<file path="src/rtl/ccd_pkg.sv">
package ccd_pkg;

    localparam int FIELD_BITS    = 16;
    localparam int SAMPLE_BITS   = 16;
    localparam int NORM_BITS     = 8;
    localparam int DIST_BITS     = 18;
    localparam int THR_BITS      = 8;
    localparam int NUM_CHAN      = 3;
    localparam int CHAN_IDX_BITS = 2;
    localparam int STEP_BITS     = $clog2(NORM_BITS);
    localparam int SQ_BITS       = 2 * NORM_BITS;

    localparam int IN_DATA_BITS  = 4 * FIELD_BITS;
    localparam int OUT_DATA_RAW  = DIST_BITS + 3 * NORM_BITS;
    localparam int OUT_DATA_BITS = ((OUT_DATA_RAW + 7) / 8) * 8;

    typedef logic [NORM_BITS-1:0]   norm_t;
    typedef logic [SAMPLE_BITS-1:0] sample_t;
    typedef logic [DIST_BITS-1:0]   dist_t;

    typedef enum logic [1:0] {
        ST_IDLE,
        ST_START,
        ST_RUN,
        ST_FINISH
    } state_t;

    typedef struct packed {
        logic clear;
        logic start;
    } sq_ctrl_t;

endpackage

</file>
<file path="src/rtl/ccd_div.sv">
module ccd_div (
    input  logic              clk,
    input  logic              rst_n,
    input  logic              start,
    input  ccd_pkg::sample_t  chan,
    input  ccd_pkg::sample_t  clear,
    output logic              done,
    output ccd_pkg::norm_t    quo
);

    localparam int SB  = ccd_pkg::SAMPLE_BITS;
    localparam int NB  = ccd_pkg::NORM_BITS;
    localparam int N_W = SB + NB + 2;

    logic                           busy_reg, busy_next;
    logic                           done_reg, done_next;
    logic [ccd_pkg::STEP_BITS-1:0]  cnt_reg, cnt_next;
    logic                           sat_reg, sat_next;
    logic [SB:0]                    rem_reg, rem_next;
    logic [SB:0]                    div_reg, div_next;
    logic [NB-1:0]                  low_reg, low_next;
    ccd_pkg::norm_t                 q_reg, q_next;

    logic [N_W-1:0]  numer;
    logic [N_W-1:0]  sat_bound;
    logic            sat_in;
    logic [SB:0]     rem_init;
    logic [SB+1:0]   trial;
    logic [SB+1:0]   trial_sub;
    logic            fits;

    // The rounded quotient (512*chan + clear) / (2*clear) reaches 256 exactly when
    // 512*chan + clear >= 512*clear; a zero clear count lands here as well.
    always_comb
    begin
        numer     = N_W'({chan, 9'b0}) + N_W'(clear);
        sat_bound = N_W'({clear, 9'b0});
        sat_in    = numer >= sat_bound;
        rem_init  = (SB+1)'({chan, 1'b0}) + (SB+1)'(clear >> NB);
        trial     = {rem_reg, low_reg[NB-1]};
        fits      = trial >= {1'b0, div_reg};
        trial_sub = trial - {1'b0, div_reg};
    end

    always_comb
    begin
        busy_next = busy_reg;
        done_next = 1'b0;
        cnt_next  = cnt_reg;
        sat_next  = sat_reg;
        rem_next  = rem_reg;
        div_next  = div_reg;
        low_next  = low_reg;
        q_next    = q_reg;
        if (start)
        begin
            busy_next = 1'b1;
            cnt_next  = '0;
            sat_next  = sat_in;
            rem_next  = rem_init;
            div_next  = {clear, 1'b0};
            low_next  = clear[NB-1:0];
            q_next    = '0;
        end
        else if (busy_reg)
        begin
            rem_next = fits ? trial_sub[SB:0] : trial[SB:0];
            q_next   = {q_reg[NB-2:0], fits};
            low_next = {low_reg[NB-2:0], 1'b0};
            cnt_next = cnt_reg + 1'b1;
            if (cnt_reg == ccd_pkg::STEP_BITS'(NB - 1))
            begin
                busy_next = 1'b0;
                done_next = 1'b1;
            end
        end
    end

    always_ff @(posedge clk or negedge rst_n)
    begin
        if (!rst_n)
        begin
            busy_reg <= 1'b0;
            done_reg <= 1'b0;
            cnt_reg  <= '0;
        end
        else
        begin
            busy_reg <= busy_next;
            done_reg <= done_next;
            cnt_reg  <= cnt_next;
        end
    end

    always_ff @(posedge clk)
    begin
        sat_reg <= sat_next;
        rem_reg <= rem_next;
        div_reg <= div_next;
        low_reg <= low_next;
        q_reg   <= q_next;
    end

    assign done = done_reg;
    assign quo  = sat_reg ? '1 : q_reg;

endmodule

</file>
<file path="src/rtl/ccd_sqacc.sv">
module ccd_sqacc (
    input  logic                clk,
    input  logic                rst_n,
    input  ccd_pkg::sq_ctrl_t   ctrl,
    input  ccd_pkg::norm_t      a,
    input  ccd_pkg::norm_t      b,
    output logic                busy,
    output ccd_pkg::dist_t      acc
);

    localparam int NB = ccd_pkg::NORM_BITS;

    logic                               busy_reg, busy_next;
    logic [ccd_pkg::STEP_BITS-1:0]      cnt_reg, cnt_next;
    logic [ccd_pkg::SQ_BITS-1:0]        mcand_reg, mcand_next;
    ccd_pkg::norm_t                     mplier_reg, mplier_next;
    ccd_pkg::dist_t                     acc_reg, acc_next;
    ccd_pkg::norm_t                     diff;

    // Shift-and-add square of |a - b|, one multiplier bit per cycle, summed
    // straight into the running distance.
    always_comb
    begin
        diff        = (a >= b) ? a - b : b - a;
        busy_next   = busy_reg;
        cnt_next    = cnt_reg;
        mcand_next  = mcand_reg;
        mplier_next = mplier_reg;
        acc_next    = acc_reg;
        if (ctrl.clear)
        begin
            acc_next = '0;
        end
        if (ctrl.start)
        begin
            busy_next   = 1'b1;
            cnt_next    = '0;
            mcand_next  = ccd_pkg::SQ_BITS'(diff);
            mplier_next = diff;
        end
        else if (busy_reg)
        begin
            if (mplier_reg[0])
            begin
                acc_next = acc_reg + ccd_pkg::DIST_BITS'(mcand_reg);
            end
            mcand_next  = {mcand_reg[ccd_pkg::SQ_BITS-2:0], 1'b0};
            mplier_next = {1'b0, mplier_reg[NB-1:1]};
            cnt_next    = cnt_reg + 1'b1;
            if (cnt_reg == ccd_pkg::STEP_BITS'(NB - 1))
            begin
                busy_next = 1'b0;
            end
        end
    end

    always_ff @(posedge clk or negedge rst_n)
    begin
        if (!rst_n)
        begin
            busy_reg <= 1'b0;
            cnt_reg  <= '0;
        end
        else
        begin
            busy_reg <= busy_next;
            cnt_reg  <= cnt_next;
        end
    end

    always_ff @(posedge clk)
    begin
        mcand_reg  <= mcand_next;
        mplier_reg <= mplier_next;
        acc_reg    <= acc_next;
    end

    assign busy = busy_reg;
    assign acc  = acc_reg;

endmodule

</file>
<file path="src/rtl/color_change_detector_core.sv">
// Color change detector for one raw red, green, blue and clear sensor sample.
// The input stream (s_axis) carries one request per sample. Each color channel
// is normalized to round(256*channel/clear), saturated at 255, and the squared
// distance to the previous normalized triple is computed. The output stream
// (m_axis) carries the distance and the new triple in tdata and the change
// flag in tuser; the flag is set when the distance exceeds change_threshold.
// The threshold is written through cfg_we/cfg_wdata; the user must write it
// only while the block is idle, as the block itself does not enforce this.
// After a request is accepted, the block passes through a start state, works
// the three channels in turn through a shared bit-serial divider, lets the
// bit-serial squarer finish the last channel and then posts the result.
// A new request is taken in the cycle after posting, so the block works on
// one sample at a time.
// A finished result sits in an output register, so the next request is taken
// and worked on while the receiver stalls; that request then waits for the
// output register to empty before its result is posted.
// Reset clears the threshold and the stored previous triple to zero, so the
// first sample is compared against black.
module color_change_detector_core (
    input  logic                               clk,
    input  logic                               rst_n,
    input  logic                               cfg_we,
    input  logic [ccd_pkg::THR_BITS-1:0]       cfg_wdata,
    input  logic                               s_axis_tvalid,
    output logic                               s_axis_tready,
    // raw_red, raw_green, raw_blue, raw_clear
    input  logic [ccd_pkg::IN_DATA_BITS-1:0]   s_axis_tdata,
    output logic                               m_axis_tvalid,
    input  logic                               m_axis_tready,
    // distance_sq, norm_red, norm_green, norm_blue
    output logic [ccd_pkg::OUT_DATA_BITS-1:0]  m_axis_tdata,
    // changed
    output logic                               m_axis_tuser
);

    localparam int FB = ccd_pkg::FIELD_BITS;
    localparam int SB = ccd_pkg::SAMPLE_BITS;

    ccd_pkg::state_t  state_reg, state_next;

    logic [ccd_pkg::CHAN_IDX_BITS-1:0]  ch_reg, ch_next;
    logic [ccd_pkg::THR_BITS-1:0]       thr_reg, thr_next;
    ccd_pkg::norm_t                     prev_reg [ccd_pkg::NUM_CHAN];
    ccd_pkg::norm_t                     norm_reg [ccd_pkg::NUM_CHAN];
    ccd_pkg::sample_t                   samp_reg [ccd_pkg::NUM_CHAN];
    ccd_pkg::sample_t                   clear_reg;

    logic                               out_valid_reg, out_valid_next;
    logic                               out_changed_reg;
    ccd_pkg::dist_t                     out_dist_reg;
    ccd_pkg::norm_t                     out_norm_reg [ccd_pkg::NUM_CHAN];

    logic                               in_take;
    logic                               out_free;
    logic                               post;
    logic                               div_start;
    logic                               div_done;
    ccd_pkg::norm_t                     div_quo;
    logic [ccd_pkg::CHAN_IDX_BITS-1:0]  div_idx;
    ccd_pkg::sample_t                   div_chan;
    ccd_pkg::sq_ctrl_t                  sq_ctrl;
    logic                               sq_busy;
    ccd_pkg::dist_t                     sq_acc;

    assign in_take  = s_axis_tvalid && s_axis_tready;
    assign out_free = !out_valid_reg || m_axis_tready;

    always_comb
    begin
        state_next = state_reg;
        ch_next    = ch_reg;
        case (state_reg)
            ccd_pkg::ST_IDLE:
            begin
                if (s_axis_tvalid)
                begin
                    state_next = ccd_pkg::ST_START;
                end
            end
            ccd_pkg::ST_START:
            begin
                state_next = ccd_pkg::ST_RUN;
                ch_next    = '0;
            end
            ccd_pkg::ST_RUN:
            begin
                if (div_done)
                begin
                    ch_next = ch_reg + 1'b1;
                    if (ch_reg == ccd_pkg::CHAN_IDX_BITS'(ccd_pkg::NUM_CHAN - 1))
                    begin
                        state_next = ccd_pkg::ST_FINISH;
                    end
                end
            end
            ccd_pkg::ST_FINISH:
            begin
                if (!sq_busy && !sq_ctrl.start && out_free)
                begin
                    state_next = ccd_pkg::ST_IDLE;
                end
            end
            default:
            begin
                state_next = ccd_pkg::ST_IDLE;
            end
        endcase
    end

    always_comb
    begin
        s_axis_tready = 1'b0;
        div_start     = 1'b0;
        div_idx       = '0;
        sq_ctrl       = '0;
        post          = 1'b0;
        case (state_reg)
            ccd_pkg::ST_IDLE:
            begin
                s_axis_tready = 1'b1;
            end
            ccd_pkg::ST_START:
            begin
                div_start     = 1'b1;
                sq_ctrl.clear = 1'b1;
            end
            ccd_pkg::ST_RUN:
            begin
                div_idx       = ch_reg + 1'b1;
                sq_ctrl.start = div_done;
                div_start     = div_done &&
                    (ch_reg != ccd_pkg::CHAN_IDX_BITS'(ccd_pkg::NUM_CHAN - 1));
            end
            ccd_pkg::ST_FINISH:
            begin
                post = !sq_busy && out_free;
            end
            default:
            begin
                s_axis_tready = 1'b0;
            end
        endcase
    end

    always_comb
    begin
        case (div_idx)
            2'd1:    div_chan = samp_reg[1];
            2'd2:    div_chan = samp_reg[2];
            default: div_chan = samp_reg[0];
        endcase
    end

    ccd_div u_div (
        .clk   (clk),
        .rst_n (rst_n),
        .start (div_start),
        .chan  (div_chan),
        .clear (clear_reg),
        .done  (div_done),
        .quo   (div_quo)
    );

    ccd_sqacc u_sqacc (
        .clk   (clk),
        .rst_n (rst_n),
        .ctrl  (sq_ctrl),
        .a     (div_quo),
        .b     (prev_reg[ch_reg]),
        .busy  (sq_busy),
        .acc   (sq_acc)
    );

    always_comb
    begin
        thr_next = cfg_we ? cfg_wdata : thr_reg;
        if (post)
        begin
            out_valid_next = 1'b1;
        end
        else if (m_axis_tready)
        begin
            out_valid_next = 1'b0;
        end
        else
        begin
            out_valid_next = out_valid_reg;
        end
    end

    always_ff @(posedge clk or negedge rst_n)
    begin
        if (!rst_n)
        begin
            state_reg     <= ccd_pkg::ST_IDLE;
            ch_reg        <= '0;
            thr_reg       <= '0;
            out_valid_reg <= 1'b0;
            for (int i = 0; i < ccd_pkg::NUM_CHAN; i++)
            begin
                prev_reg[i] <= '0;
            end
        end
        else
        begin
            state_reg     <= state_next;
            ch_reg        <= ch_next;
            thr_reg       <= thr_next;
            out_valid_reg <= out_valid_next;
            if (post)
            begin
                for (int i = 0; i < ccd_pkg::NUM_CHAN; i++)
                begin
                    prev_reg[i] <= norm_reg[i];
                end
            end
        end
    end

    always_ff @(posedge clk)
    begin
        if (in_take)
        begin
            for (int i = 0; i < ccd_pkg::NUM_CHAN; i++)
            begin
                samp_reg[i] <= s_axis_tdata[i*FB +: SB];
            end
            clear_reg <= s_axis_tdata[3*FB +: SB];
        end
        if (state_reg == ccd_pkg::ST_RUN && div_done)
        begin
            norm_reg[ch_reg] <= div_quo;
        end
        if (post)
        begin
            out_changed_reg <= sq_acc > ccd_pkg::DIST_BITS'(thr_reg);
            out_dist_reg    <= sq_acc;
            for (int i = 0; i < ccd_pkg::NUM_CHAN; i++)
            begin
                out_norm_reg[i] <= norm_reg[i];
            end
        end
    end

    assign m_axis_tvalid = out_valid_reg;
    assign m_axis_tuser  = out_changed_reg;
    assign m_axis_tdata  = ccd_pkg::OUT_DATA_BITS'({out_norm_reg[2], out_norm_reg[1],
                                                    out_norm_reg[0], out_dist_reg});

    assert property (@(posedge clk) disable iff (!rst_n)
        div_done |-> !sq_busy)
        else $error("Squarer still busy when the next channel quotient arrived.");

    assert property (@(posedge clk) disable iff (!rst_n)
        post |=> m_axis_tvalid)
        else $error("Posted result did not show up on the output stream.");

    assert property (@(posedge clk) disable iff (!rst_n)
        in_take |=> !s_axis_tready)
        else $error("A second request was taken while one was in progress.");

    assert property (@(posedge clk) disable iff (!rst_n)
        (state_reg == ccd_pkg::ST_FINISH && !sq_busy && out_free) |-> post)
        else $error("Finished result was held back from a free output register.");

endmodule

</file>
<file path="config.mk">
export PLATFORM = sky130hd
export DESIGN_NAME = color_change_detector_core
export DESIGN_NICKNAME = d
export VERILOG_FILES = /design/src/rtl/ccd_pkg.sv /design/src/rtl/ccd_div.sv /design/src/rtl/ccd_sqacc.sv /design/src/rtl/color_change_detector_core.sv
export SDC_FILE = /design/constraint.sdc
export NUM_CORES = 1
export LEC_CHECK = 0
export ABC_AREA = 1
export BUFFER_PORTS_ARGS = -buffer_cell sky130_fd_sc_hd__buf_2
export CORE_MARGIN = 2
export CORE_UTILIZATION = 51
export DETAILED_ROUTE_END_ITERATION = 8
export GPL_ROUTABILITY_DRIVEN = 0
export PLACE_DENSITY_LB_ADDON = 0.15
export SLEW_MARGIN = 15
export SYNTH_ARGS = -nofsm -noshare
export SYNTH_HDL_FRONTEND = slang
export SYNTH_SLANG_ARGS = --single-unit
</file>
<file path="constraint.sdc">
create_clock -name clk -period 4.9 [get_ports clk]
set_clock_uncertainty 0.1 [all_clocks]
set_input_delay 0.98 -clock clk [delete_from_list [all_inputs] [get_ports clk]]
set_output_delay 0.98 -clock clk [all_outputs]
set_load 0.01 [all_outputs]
</file>
After elaboration in Yosys (flattened, before gate mapping)
Memories as Yosys holds them, arrays and structs flattened. Cells that the tools add are included.

Logic and storage cells: 125. Bits in latches: 0. Flip-flop bits (word level): 173. Bits in writable memories: 96. Memory bits (read-only): 0. Memories: 3.

Bitwise logic cells: 1. Multiplexer cells: 53. Eq/ne operators: 13. Reduce and logical (&&, ||, !) cells: 17. Shifts and indexed selects: 0. Add/subtract/negate cells: 9. $mul: 0. Magnitude comparators: 5. Divide/modulo/power cells: 0.

Memories: samp_reg (words 3, width 16, rd ports 3, clocked after memory_dff 0, wr ports 3, RTL line color_change_detector_core.sv:45) `ccd_pkg::sample_t samp_reg [ccd_pkg::NUM_CHAN];`; norm_reg (words 3, width 8, rd ports 3, clocked after memory_dff 0, wr ports 1, RTL line color_change_detector_core.sv:44) `ccd_pkg::norm_t norm_reg [ccd_pkg::NUM_CHAN];`; out_norm_reg (words 3, width 8, rd ports 3, clocked after memory_dff 0, wr ports 3, RTL line color_change_detector_core.sv:51) `ccd_pkg::norm_t out_norm_reg [ccd_pkg::NUM_CHAN];`.

Operators by type and width (count): 2-to-1 mux 8 bit (10); 2-to-1 mux 18 bit (4); 2-to-1 mux 17 bit (3); one-hot mux 16 bit (2 select lines) (1); adder 25 x 16 -> 26 bit (1); >= comparator 26 x 25 -> 1 bit (1); 2-to-1 mux 1 bit (21); adder 18 x 16 -> 18 bit (1); >= comparator 18 x 17 -> 1 bit (1); greater-than comparator 18 x 8 -> 1 bit (1); adder 17 x 8 -> 17 bit (1); subtractor 17 bit (1); binary-select mux 8 bit (select 2 bit) (1); subtractor 8 bit (2); 2-to-1 mux 2 bit (6); 2-to-1 mux 3 bit (4); equality test 2 bit, second input constant (4); >= comparator 8 bit (1); != test 2 bit, second input constant (4); one-hot mux 2 bit (4 select lines) (1); nonzero test 2 bit (4); adder 3 x 1 -> 3 bit, second input constant (2); equality test 3 bit, second input constant (2); logical AND 1 bit (6); 12 further kinds (15).

Longest topological paths before layout
Depth in word-level cells: 7. Depth in mapped cells: 34. Gate-level depth less buffers: 31.

Hierarchy
From an unflattened synthesis, not the netlist that was laid out.

Cells, all modules: 1559. Area, all modules: 14264.9 um^2.

By module, submodules not included: color_change_detector_core (seq. area each 4859.7 um^2, area an instance 6412.4 um^2, times used 1, cells an instance 486); ccd_div (seq. area each 1546.5 um^2, area an instance 4296.6 um^2, times used 1, cells an instance 573); ccd_sqacc (seq. area each 1101.1 um^2, area an instance 3555.9 um^2, times used 1, cells an instance 500).

Least setup slack after synthesis
Ideal clock, no wire load.

Path type: register to register. From: register ch_reg[1] in the netlist's numbering. To: register u_div.sat_reg (data pin). Arrival: 4109 ps. Library setup time: 253 ps. Path buffers: 3. Clock period less this slack: 4462 ps. Path slack: 438 ps. Cell stages (with the launch flop): 31. Cells stage by stage: dfrtp_1 inv_1 clkbuf_1 ha_1 nand2_1 ha_1 buf_6 inv_4 clkbuf_1 o21ai_0 inv_1 ha_1 inv_1 fa_1 nand3b_1 nand2_1 nand2_1 nand2_1 nand2_1 nand2_1 nand4_1 and2_1 ha_1 a21oi_1 nor2_1 a211oi_1 nand2_1 nand2_1 nand2_1 nand2_1 nand2_1.

Cells in the longest elaborated chain, start to end: 6.

Ends and longest elaborated chain: start, declared (RTL line color_change_detector_core.sv:41) `logic [ccd_pkg::CHAN_IDX_BITS-1:0] ch_reg, ch_next;`; start signal, assigned (RTL line color_change_detector_core.sv:207) `ch_reg <= ch_next;`; adder 2 x 1 -> 2 bit * (RTL line color_change_detector_core.sv:129) `div_idx = ch_reg + 1'b1;`; 2-to-1 mux 2 bit * (RTL line color_change_detector_core.sv:117) `case (state_reg)`; equality test 2 bit or equality test 2 x 1 -> 1 bit (tied branches) (RTL line color_change_detector_core.sv:147) `case (div_idx)`; one-hot mux 16 bit (2 select lines) * (RTL line color_change_detector_core.sv:147); adder 25 x 16 -> 26 bit * (RTL line ccd_div.sv:36) `numer = N_W'({chan, 9'b0}) + N_W'(clear);`; >= comparator 26 x 25 -> 1 bit * (RTL line ccd_div.sv:38) `sat_in = numer >= sat_bound;`; net u_div.sat_in (RTL line ccd_div.sv:26) `logic sat_in;`; end signal, assigned (RTL line ccd_div.sv:97) `sat_reg <= sat_next;`; end, declared (RTL line ccd_div.sv:18) `logic sat_reg, sat_next;`.

Mark *: on every way through the listed nets, which the timed path passes. The rest lies on a longest branch. A chain may end at the register's enable or synchronous reset.

Worst setup path in the final report
From: register state_reg[0]. To: register u_div.sat_reg (data pin).

Cells in the longest elaborated chain, start to end: 6.

Ends and longest elaborated chain: start, declared (RTL line color_change_detector_core.sv:39) `ccd_pkg::state_t state_reg, state_next;`; start signal, assigned (RTL line color_change_detector_core.sv:195) `state_reg <= ccd_pkg::ST_IDLE;`; start signal, assigned (RTL line color_change_detector_core.sv:206) `state_reg <= state_next;`; equality test 2 bit * (RTL line color_change_detector_core.sv:117); 2-to-1 mux 2 bit * (RTL line color_change_detector_core.sv:117); equality test 2 bit or equality test 2 x 1 -> 1 bit (tied branches) (RTL line color_change_detector_core.sv:147); one-hot mux 16 bit (2 select lines) * (RTL line color_change_detector_core.sv:147); adder 25 x 16 -> 26 bit * (RTL line ccd_div.sv:36); >= comparator 26 x 25 -> 1 bit * (RTL line ccd_div.sv:38); net u_div.sat_in (RTL line ccd_div.sv:26).

Marks and branches as above.

==> results.cfg <==
[status]
status = finished, final reports clean

[setup_path]
cp_slowest_stage_delay_ps = 400
crit_top_cell = nand2_1
worstSetupPathType = reg -> reg
crit_buf_inv = 5
cpMaxStageDelayCell = dfrtp_1
startpoint_type = register
critPathMaxFanout = 25
required_ps = 5110
crit_cells = 28
crit_path_end_kind = register
reg2regPathDepth = 28
worst_path_dominant_cell_family = adder cells
worst_ep_arrival_time_ps = 4650

[global_route]
grt_pass1_wl_mm = 47.52
grt_max_degree = 54
track_usage_pct = 20.27
grt_overflow_total = 0
grt_pass1_vias = 9817
grt_antenna_before_repair = 0

[drt]
ant_nets = 0
drt_iter0_drc = 725
wl_per_cell_um = 14.34
drtPass1Iterations = 5
vias_per_cell = 5.019
num_vias = 10260
routed_wl_mm = 29.30
drcViolationCount = 0

[power]
p_sw_share_pct = 42.41
power_density_nw_per_um2 = 720.2
ir_drop_mv = 0.4427
pwr-share-comb_pct = 50.6
clockPowerShare_pct = 19.1
p_switching_mw = 4.925
seq_power_share_pct = 30.3
p_int_mw = 6.687
power_mw = 11.61
power_leakage_nw = 7.653

[floorplanning]
fp-row-count = 61
ioPinCount = 128
dieWidth_um = 170.7
die_area_um2 = 29130
core_area_um2 = 27550
die-height_um = 170.7
start_util_pct = 51.43

[placement]
dp.cells = 1992
place_ws_ps = 328.8
place_hpwl_mm = 21.82
portBuffers = 121
dpl_cell_area_um2 = 15140

[synth]
ys_seq_area_share_pct = 52.98
synth_area_per_cell_um2 = 9.335
synth_cells = 1518
yosys_warnings = 0
synth_cell_types = 56
syn_area_um2 = 14170
synth.ff_latch_count = 269

[layout]
area.growth.synth_to_final_pct = 13.79
largest_reg_flops = 48
num_antenna_cells = 0
final_common_cell = nand2_1
finalNonFillerCells = 2044
mostFrequentLayoutCells = 453 x nand2_1, 195 x inv_1, 189 x edfxtp_1
drive_above_1_share_pct = 15.25
final_area_um2 = 16120
fin_nets = 1820
fin_util_pct = 58.52

[timing]
tightest_slew_ps = 958.2
fmax_mhz = 225.5
min_period_over_period_pct = 90.52
setup_slack_ps = 464.5
rsz0062_at_grt = false
setup_viol = 0
finalHoldViolCount = 0
final_max_slew_viol_count = 0
timing.hold.ws_ps = 343.7
setup_tns_ps = 0
slew_headroom_pct = 35.88
finalCriticalPeriod_ps = 4435

[clock_tree]
cts.sinks = 269
htreeDepth = 1
clockBufferDepth = 3
cts.reportedPaths.clkPinSlew_ps = 60
clock_latency_ps = 550
cts_tree = done
post_cts_buffers = 0
cts_buffers = 28
cts.root.buffer_cell = clkbuf_16

[min_path]
min_path_type = in -> async

[run]
cap_viol_max_count = 0
## what timing repair did
| item | 4_1_cts | 5_1_grt |
|---|---|---|
| hold buffers | 0 | 0 |
| resized for setup | 0 | 4 |
| setup endpoints to repair | 0 | 1 |
## power groups by stage
stage	registers (mW)	logic (mW)	clock network (mW)
4_1_cts	3.52	5.87	2.26
6_report	3.52	5.88	2.22
5_1_grt	3.59	6.76	2.35
3_3_place_gp	3.55	5.71	0
2_1_floorplan	3.53	4.54	0
3_5_place_dp	3.56	5.83	0
## worst reg2reg max path: cells and delay by family, from the launching register on
kind                       cells  cell delay, ps
and+or+nand+nor               15            1310
buffers and inverters          5             490
adders and majority gates      5            1430
DFF                            1             400
AOI/OAI and AO/OA              3             440
## worst paths after layout
| kind | from | end | slack, ps |
|---|---|---|---|
| min in group clk | norm_reg[2][1] | out_norm_reg[0][17] | 350 |
| max reg2reg | state_reg[0] | u_div.sat_reg | 460 |
| min reg2reg | norm_reg[2][1] | out_norm_reg[0][17] | 350 |
| max in group asynchronous | rst_n | u_sqacc.cnt_reg[0] | 3900 |
| min | rst_n | thr_reg[6] | 340 |
| max | state_reg[0] | u_div.sat_reg | 460 |
## cells in the mapped netlist, drive strengths merged
master | instances | share of area, %
a211oi | 1 | 0.053
a21boi | 1 | 0.053
a21o | 3 | 0.16
a21oi | 57 | 2.1
a221o | 7 | 0.49
a2bb2oi | 1 | 0.062
a31oi | 3 | 0.13
a32oi | 7 | 0.43
and2 | 6 | 0.26
buf | 20 | 1.1
clkbuf | 21 | 0.58
clkinv | 4 | 0.11
conb | 1 | 0.026
dfrtp | 46 | 8.1
dfxtp | 34 | 4.8
edfxtp | 189 | 40
fa | 5 | 0.71
ha | 94 | 8.3
inv | 207 | 5.5
mux2 | 1 | 0.079
nand2 | 471 | 13
nand3 | 72 | 2.6
nand3b | 10 | 0.53
nand4 | 28 | 1.6
nor2 | 76 | 2.5
nor3 | 6 | 0.25
nor3b | 1 | 0.053
nor4 | 2 | 0.088
o211ai | 1 | 0.053
o21ai | 70 | 2.5
o21bai | 5 | 0.26
o22ai | 13 | 0.57
or2 | 23 | 1.0
xnor2 | 12 | 0.74
xor2 | 20 | 1.2
## per-layer routing
| layer | GRT usage [%] | wire length [um] | part of all wire (%) | up-vias |
|---|---|---|---|---|
| li1 | - | - | - | 5257 |
| met2 | 32.74 | 12960 | 44 | 239 |
| met4 | 5.165 | 617 | 2.1 | 0 |
| met5 | 0 | 0 | 0 | - |
| met1 | 28.81 | 14240 | 49 | 4720 |
| met3 | 2.961 | 1489 | 5.1 | 42 |
## area by class of cell
type                            count  area (um2)
Clock inverter                     18       240.2
Tap cell                          378       473.0
Multi-Input combinational cell   1002        5670
Timing Repair Buffer              132       703.2
Fill cell                        2388       11430
Inverter                          211       797.0
Sequential cell                   269        7507
Clock buffer                       34       733.2
## cell families after synthesis
kind of cell,count (synthesis),synth area share [%]
simple gates,695,21.77
other cells,1,0.02646
buf+inv,252,7.241
flops,269,52.98
fa+ha+maj,99,9.007
xor+xnor,32,1.978
mux,1,0.07946
compound gates,169,6.923
Note: power is estimated with default switching activity, not from simulation.
